<file path="src/hdl/bale_pkg.sv">
// shared types and codes for the bounded array list engine
package bale_pkg;

  localparam int unsigned WORD_W = 32;
  localparam int unsigned POS_W = 9;
  localparam int unsigned FPOS_W = 8;

  typedef enum logic [2:0] {
    CMD_APPEND       = 3'd0,
    CMD_INSERT       = 3'd1,
    CMD_SET          = 3'd2,
    CMD_GET          = 3'd3,
    CMD_FIND         = 3'd4,
    CMD_REMOVE_AT    = 3'd5,
    CMD_REMOVE_VALUE = 3'd6,
    CMD_CLEAR        = 3'd7
  } cmd_e;

  typedef enum logic [1:0] {
    STS_OK        = 2'd0,
    STS_BAD_INDEX = 2'd1,
    STS_FULL      = 2'd2
  } status_e;

  typedef enum logic [1:0] {
    ST_IDLE,
    ST_SCAN,
    ST_FIN
  } state_e;

  // per-cycle control broadcast to every cell of the chain
  typedef struct packed {
    logic shift;    // cells below the tail take their upper neighbor
    logic wr_last;  // tail cell (len-1) takes last_data
    logic wr_end;   // cell just past the tail (len) takes end_data
  } cell_ctl_t;

endpackage

</file>
<file path="src/hdl/bale_cell.sv">
// one storage cell of the list chain
module bale_cell #(
  parameter int unsigned IDX = 0,
  parameter int unsigned LW  = 9
) (
  input  logic                          clk_i,
  input  bale_pkg::cell_ctl_t           ctl_i,
  input  logic [LW-1:0]                 len_i,
  input  logic [bale_pkg::WORD_W-1:0]   next_i,
  input  logic [bale_pkg::WORD_W-1:0]   last_data_i,
  input  logic [bale_pkg::WORD_W-1:0]   end_data_i,
  output logic [bale_pkg::WORD_W-1:0]   word_o
);

  localparam logic [LW-1:0] IDX_L  = LW'(IDX);
  localparam logic [LW-1:0] IDX_P1 = LW'(IDX + 1);

  logic [bale_pkg::WORD_W-1:0] word_q;
  logic is_end;
  logic is_last;
  logic below_last;

  assign is_end     = (len_i == IDX_L);
  assign is_last    = (len_i == IDX_P1);
  assign below_last = (IDX_P1 < len_i);

  always_ff @(posedge clk_i) begin
    if (ctl_i.wr_end && is_end) begin
      word_q <= end_data_i;
    end else if (ctl_i.wr_last && is_last) begin
      word_q <= last_data_i;
    end else if (ctl_i.shift && below_last) begin
      word_q <= next_i;
    end
  end

  assign word_o = word_q;

endmodule

</file>
<file path="config.mk">
export PLATFORM = sky130hd
export DESIGN_NAME = bale_cell
export DESIGN_NICKNAME = d
export VERILOG_FILES = /design/src/hdl/bale_pkg.sv /design/src/hdl/bale_cell.sv
export SDC_FILE = /design/constraint.sdc
export NUM_CORES = 1
export LEC_CHECK = 0
export BUFFER_PORTS_ARGS = -buffer_cell sky130_fd_sc_hd__buf_2
export CORE_MARGIN = 5
export CORE_UTILIZATION = 42
export DETAILED_ROUTE_END_ITERATION = 10
export GPL_TIMING_DRIVEN = 0
export MAX_ROUTING_LAYER = met4
export PLACE_DENSITY = 0.88
export SYNTH_ARGS = -nofsm -noshare
export SYNTH_HDL_FRONTEND = slang
export SYNTH_SLANG_ARGS = --single-unit
</file>
<file path="constraint.sdc">
create_clock -name clk_i -period 4.2 [get_ports clk_i]
set_clock_uncertainty 0.05 [all_clocks]
set_input_delay 0.84 -clock clk_i [delete_from_list [all_inputs] [get_ports clk_i]]
set_output_delay 0.84 -clock clk_i [all_outputs]
set_load 0.02 [all_outputs]
</file>
Word level (Yosys, flattened, before mapping)
Cells that the tools add are included.

Input port bits: 109. Logic and storage cells: 11. Memory bits (writable): 0. Memories: 0. Bits in latches: 0. Output and inout port bits: 32. ROM bits: 0. Register bits after elaboration: 32.

Bitwise gates (word level): 0. Shifts and indexed selects: 0. Reductions and logical operators: 5. $mul: 0. $add $sub $neg: 0. Magnitude comparators: 1. Equality and inequality tests: 1. Divide/modulo/power cells: 0. Mux-type cells: 3.

Operators by type and width (count): 32-bit 2-to-1 mux (3); 9-bit by 1-bit equality test with 1-bit output, second input constant (1); 9-bit logical NOT (1); 1-bit by 9-bit less-than comparator with 1-bit output, first input constant (1); 1-bit logical AND (3); 3-bit nonzero test (1).

Depth between registers and ports, before layout
Gate-level depths: netlist of the first run.

Word-level depth: 5. Mapped depth: 5. Gate-level depth less buffers: 3.

Least setup slack after synthesis of the first run
Ideal clock, no wire load.

Path type: input to register. Start point: input port len_i[1]. End point: register word_q (netlist bit word_o[0]) (enable). Library setup time: 0.394 ns. Stages on the path: 3. Buffers on the path: 0. Required time: 3.756 ns. Setup slack: 1.139 ns. Data arrival time: 2.617 ns. Path through: or4_1 > a211oi_4 > nand2b_1.

Longest elaborated chain between the ends: 3. Elaborated cells on any way between the ends: 7. Those cells by class: order compare (1); eq/ne (1); reduce/logical (5).

Ends and longest elaborated chain: from (decl) (RTL line bale_cell.sv:8) `input logic [LW-1:0] len_i,`; 1-bit by 9-bit less-than comparator with 1-bit output, or another cell as far along (RTL line bale_cell.sv:25) `assign below_last = (IDX_P1 < len_i);`; 1-bit logical AND (on tied branches) (RTL line bale_cell.sv:32, bale_cell.sv:28, bale_cell.sv:30); 3-bit nonzero test (no line) (*); to (signal assigned) (RTL line bale_cell.sv:29) `word_q <= end_data_i;`; to (signal assigned) (RTL line bale_cell.sv:31) `word_q <= last_data_i;`; to (signal assigned) (RTL line bale_cell.sv:33) `word_q <= next_i;`; to (decl) (RTL line bale_cell.sv:18) `logic [bale_pkg::WORD_W-1:0] word_q;`.

Mark *: on every way between the ends. The rest lies on a longest branch, timed or not. A chain may end at the register's enable or synchronous reset.

Worst setup path after layout of the first run
Start point: input port len_i[1]. End point: register word_q (netlist bit word_o[30]) (enable).

The elaborated chain is that of the path after synthesis.

==> results of run 1 <==
[path summary, 6_finish.rpt]
path | start | endpoint | slack, ps | depth (start not counted)
worst max-delay path | len_i[1] | word_o[30]$_DFFE_PP_ | 1410 | 4
worst min-delay path | next_i[22] | word_o[22]$_DFFE_PP_ | 820 | 2
[final cells by class]
class / count / share of cell area [%]
Sequential cell: 32 / 36.66
Timing Repair Buffer: 140 / 26.73
Clock buffer: 7 / 2.912
Buffer: 13 / 3.150
Multi-Input combinational cell: 72 / 28.02
Clock inverter: 1 / 0.1432
Tap cell: 50 / 2.387
[report_power, final]
group          internal (mW)  switching, mW
logic                 0.0839         0.0954
clock network          0.115          0.106
registers              0.381        0.00546
[cell usage after synthesis, drive strengths merged]
master	count	area share (%)
nor2	1	0.21
or4	2	1.1
a211oi	1	1.1
nand2b	2	0.70
nand2	1	0.21
clkbuf	7	1.5
o22ai	32	11
buf	6	3.2
a2bb2oi	32	26
o21ai	1	0.28
edfxtp	32	54
[logic make-up after synthesis]
kind of cell | after synthesis | synth area share (%)
AOI/OAI and AO/OA | 66 | 39.04
DFF | 32 | 54.12
buffers and inverters | 13 | 4.651
and+or+nand+nor | 6 | 2.184
[per-stage QoR]
step	setup WS (ps)	hold WS, ps
2_1_floorplan	1139	1001
3_3_place_gp	690.9	1100
3_5_place_dp	596.7	1109
4_1_cts	888.3	813.3
5_1_grt	1333	810.9
6_report	1408	820.7
[routing by layer]
layer	part of all wire, %	up-vias	GRT usage (%)
met2	54	76	36.56
li1	-	800	-
met4	1.4	0	6.126
met1	38	781	20.76
met5	0	-	-
met3	7.4	7	4.940
==> results.tsv, run 1 <==
stage	metric	value	unit
setup_path	crit_buf_inv	1	
synth	ys_seq_area_share	54.12	%
setup_path	crit_path_max_fanout	32	
floorplanning	die_x	75.02	um
setup_path	max_stage_delay	730	ps
cts	clockBufferDepth	2	
power_and_ir_drop	leakage	1.151	nW
synth	synthCells	117	
floorplanning	die-area	5627	sq um
sta	tns	0	ps
drt	via_count	1664	
global_routing	grt_pass1_vias	1710	
flow_run	drv_cap	0	
drt	totalWireLength	5.508	mm
finish	finalNonFillerCells	315	
cts	hold_buffers	0	
cts	cts_resized	0	
setup_path	crit_path_cell_trace	buf_2 > or4_1 > a211oi_4 > nand2b_2	
sta	relSlewSlack	46.47	%
global_routing	grt_pass1_wl	7.900	mm
finish	nNetsFinal	373	
floorplanning	fp.dieH	75.02	um
power_and_ir_drop	irDropWorstVdd	172.9	uV
setup_path	worstSetupEndpointType	flop	
sta	finalMaxSlewViolations	0	
setup_path	crit_type	in -> reg	
sta	worstMarginPinSlew	802.9	ps
finish	multi_input_area	734.5	sq um
worst_hold_path	holdCritPathClass	in -> reg	
drt	first_pass_iters	4	
placed_design	placed_cells	307	
power_and_ir_drop	power_density	300.1	nW/um^2
finish	final_common_cell	buf_2	
floorplanning	io_pins	141	
synth	yosysUniqueCellTypes	14	
sta	setup_viol	0	
synth	postSynthAreaPerCell	15.17	sq um
finish	final_area	2621	sq um
setup_path	critPathSlowestCell	nand2b_2	
setup_path	arrival	2650	ps
finish	area_growth	47.64	%
drt	dr.first_iter.drc_count	67	
cts	postCtsSetupBuffers	0	
sta	min_period_over_period	66.48	%
finish	largest_reg_flops	32	
setup_path	crit_path_start_kind	input pin	
placed_design	gp_congestion	0.8859	
cts	cts_sinks	32	
setup_path	crit_required	4060	ps
power_and_ir_drop	fin_total_pwr	786.6	uW
finish	final_cell_mix	140 x buf_2, 32 x o22ai_1, 32 x edfxtp_1, 30 x a2bb2oi_2, 9 x clkbuf_1	
cts	clk_transition_reported_paths	70	ps
finish	num_antenna_cells	0	
floorplanning	start_util	43.76	%
global_routing	antenna_found_initial	0	
cts	cts_root_buf	clkbuf_8	
synth	synth_nets	226	
sta	fmax	358.2	MHz
drt	viasPerCell	5.283	
cts	tritoncts	done	
drt	wire_per_inst	17.49	um
finish	drive_gt1_share	69.43	%
cts	htree_levels	2	
placed_design	dp_hpwl	4.370	mm
finish	fillCellCount	313	
global_routing	overflow	0	
sta	min_period	2792	ps
placed_design	dpl_cell_area	2539	sq um
cts	cts_inserted_buffers	5	
global_routing	track_usage	19.92	%
setup_path	crit_family	simple AND/OR/NAND/NOR gates	
sta	final-hold-violation-count	0	
drt	drc	0	
finish	final-seq-area	960.9	sq um
placed_design	port_buffers	140	
drt	antenna_left	0	
floorplanning	core_area	4058	sq um
synth	synth.cell_area	1775	sq um
floorplanning	rows	23	
global_routing	grt_start_max_net_pins	33	
sta	rsz0062_at_grt	no	
synth	synth_seq_cells	32	
run_status	run_status	finished, final reports clean	
finish	fin_util	64.60	%
synth	yosysWarnings	0	
Note: power is estimated with default switching activity, not from simulation.
==> run 2: changes to the inputs <==
CORE_UTILIZATION = 39   (was 42)
PLACE_DENSITY = 0.83   (was 0.88)
clock period = 2.7 ns   (was 4.2 ns; I/O delays follow)
==> results.tsv, run 2 (same netlist as run 1, synthesis figures left out) <==
stage	metric	value	unit	change
run_status	run_status	finished, final reports clean		
floorplanning	die_x	77.47	um	+3.3%
global_routing	grt_pass1_wl	8.307	mm	+5.2%
global_routing	grt_start_max_net_pins	33		unchanged
setup_path	crit_buf_inv	1		unchanged
floorplanning	start_util	40.50	%	-3.3 points
finish	finalNonFillerCells	317		+0.63%
cts	cts_inserted_buffers	5		unchanged
power_and_ir_drop	power_frac_clock	27.8	%	-0.3 points
sta	min_period_over_period	91.69	%	
cts	htree_levels	2		unchanged
global_routing	grt_pass1_vias	1765		+3.2%
finish	nNetsFinal	373		unchanged
floorplanning	die-area	6002	sq um	+6.7%
finish	area_growth	47.78	%	about the same
placed_design	preCtsSetupSlack	-73.06	ps	-669.8 ps
sta	fin_ws	224.5	ps	-1184 ps
power_and_ir_drop	p_sw_share	25.91	%	-0.37 points
cts	clk_transition_reported_paths	60	ps	about the same
drt	antenna_left	0		unchanged
cts	cts_resized	0		unchanged
sta	setup_viol	0		unchanged
power_and_ir_drop	irDropWorstVdd	277.4	uV	+60%
drt	first_pass_iters	4		unchanged
global_routing	track_usage	17.88	%	-2.0 points
setup_path	arrival	2320	ps	-330 ps
setup_path	worstSetupEndpointType	flop		
sta	worstMarginPinSlew	781.3	ps	-21.58 ps
flow_run	drv_cap	0		unchanged
finish	drive_gt1_share	69.43	%	unchanged
sta	fmax	404.0	MHz	
power_and_ir_drop	p_int	902.0	uW	+56%
setup_path	crit_family	simple AND/OR/NAND/NOR gates		
drt	totalWireLength	5.398	mm	-2.0%
drt	wire_per_inst	17.03	um	-2.6%
setup_path	crit_path_max_fanout	32		unchanged
power_and_ir_drop	leakage	1.151	nW	unchanged
cts	clockBufferDepth	2		unchanged
floorplanning	io_pins	141		unchanged
setup_path	crit_path_start_kind	input pin		
setup_path	crit_path_cell_trace	buf_2 > or4_1 > a211oi_4 > nand2b_2		
sta	rsz0062_at_grt	no		
finish	num_antenna_cells	0		unchanged
placed_design	port_buffers	140		unchanged
sta	relSlewSlack	47.91	%	+1.4 points
finish	final_common_cell	buf_2		
finish	largest_reg_flops	32		unchanged
placed_design	gp_congestion	0.8518		-3.8%
placed_design	dp_hpwl	4.374	mm	+0.10%
drt	drc	0		unchanged
setup_path	max_stage_delay	710	ps	-20 ps
sta	final-hold-violation-count	0		unchanged
sta	finalMaxSlewViolations	0		unchanged
sta	min_period	2476	ps	
floorplanning	fp.dieH	77.47	um	+3.3%
power_and_ir_drop	combPwrFrac	22.8	%	about the same
worst_hold_path	holdCritPathClass	in -> reg		
power_and_ir_drop	p_switching	315.5	uW	+53%
drt	dr.first_iter.drc_count	62		-7.5%
global_routing	antenna_found_initial	0		unchanged
cts	postCtsSetupBuffers	0		unchanged
drt	viasPerCell	5.259		-0.45%
cts	cts_root_buf	clkbuf_8		
drt	via_count	1667		+0.18%
power_and_ir_drop	power_frac_seq	49.4	%	+0.3 points
global_routing	overflow	0		unchanged
setup_path	critPathSlowestCell	nand2b_2		
placed_design	placed_cells	309		+0.65%
cts	tritoncts	done		
setup_path	crit_type	in -> reg		
setup_path	crit_required	2550	ps	-1510 ps
floorplanning	core_area	4384	sq um	+8.0%
cts	cts_sinks	32		unchanged
cts	hold_buffers	0		unchanged
finish	final_cell_mix	140 x buf_2, 32 x o22ai_1, 32 x edfxtp_1, 30 x a2bb2oi_2, 9 x clkbuf_1		
floorplanning	rows	24		+4.3%
power_and_ir_drop	power_density	464.0	nW/um^2	+55%
run 2: area by class of cell:
| type | count | area (sq um) |
|---|---|---|
| multi-input combinational | 72 | 734.5 |
| tap | 52 | 65.06 |
| timing repair buffer | 140 | 700.7 |
| buffer | 13 | 82.58 |
| fill | 369 | 1760 |
| sequential | 32 | 960.9 |
| clock buffer | 7 | 76.32 |
| clock inverter | 1 | 3.754 |
run 2: metrics by stage:
step	hold WS [ps]	cell area (sq um)	total power, mW	util, %	setup TNS [ps]
after floorplan	701.2	1778	0.7542	-	0
after global placement	800.1	2544	0.8835	58.02	-1348
after detailed placement	804.2	2544	0.8914	58.02	-2300
after CTS	524.2	2624	1.229	59.85	0
after global routing	526.5	2624	1.278	59.85	0
final	533.5	2624	1.218	59.85	0
run 2: path summary, 6_finish.rpt:
path,start,endpoint,slack (ps),depth (start not counted)
max,len_i[1],word_o[27]$_DFFE_PP_,220,4
min,next_i[4],word_o[4]$_DFFE_PP_,530,2
run 2: power groups by stage:
stage | Combinational (mW) | Clock [mW] | Sequential [mW]
2_1_floorplan | 0.0877 | 0 | 0.667
3_3_place_gp | 0.273 | 0 | 0.611
3_5_place_dp | 0.279 | 0 | 0.612
4_1_cts | 0.280 | 0.346 | 0.602
5_1_grt | 0.298 | 0.374 | 0.606
6_report | 0.277 | 0.339 | 0.602
run 2: metal layers:
metal | track usage (%) | vias to the layer above | wire [um]
met5 | - | - | 0
met4 | 5.842 | 0 | 77
met3 | 6.829 | 6 | 565
met2 | 30.05 | 93 | 2836
met1 | 19.41 | 763 | 1919
li1 | - | 805 | -
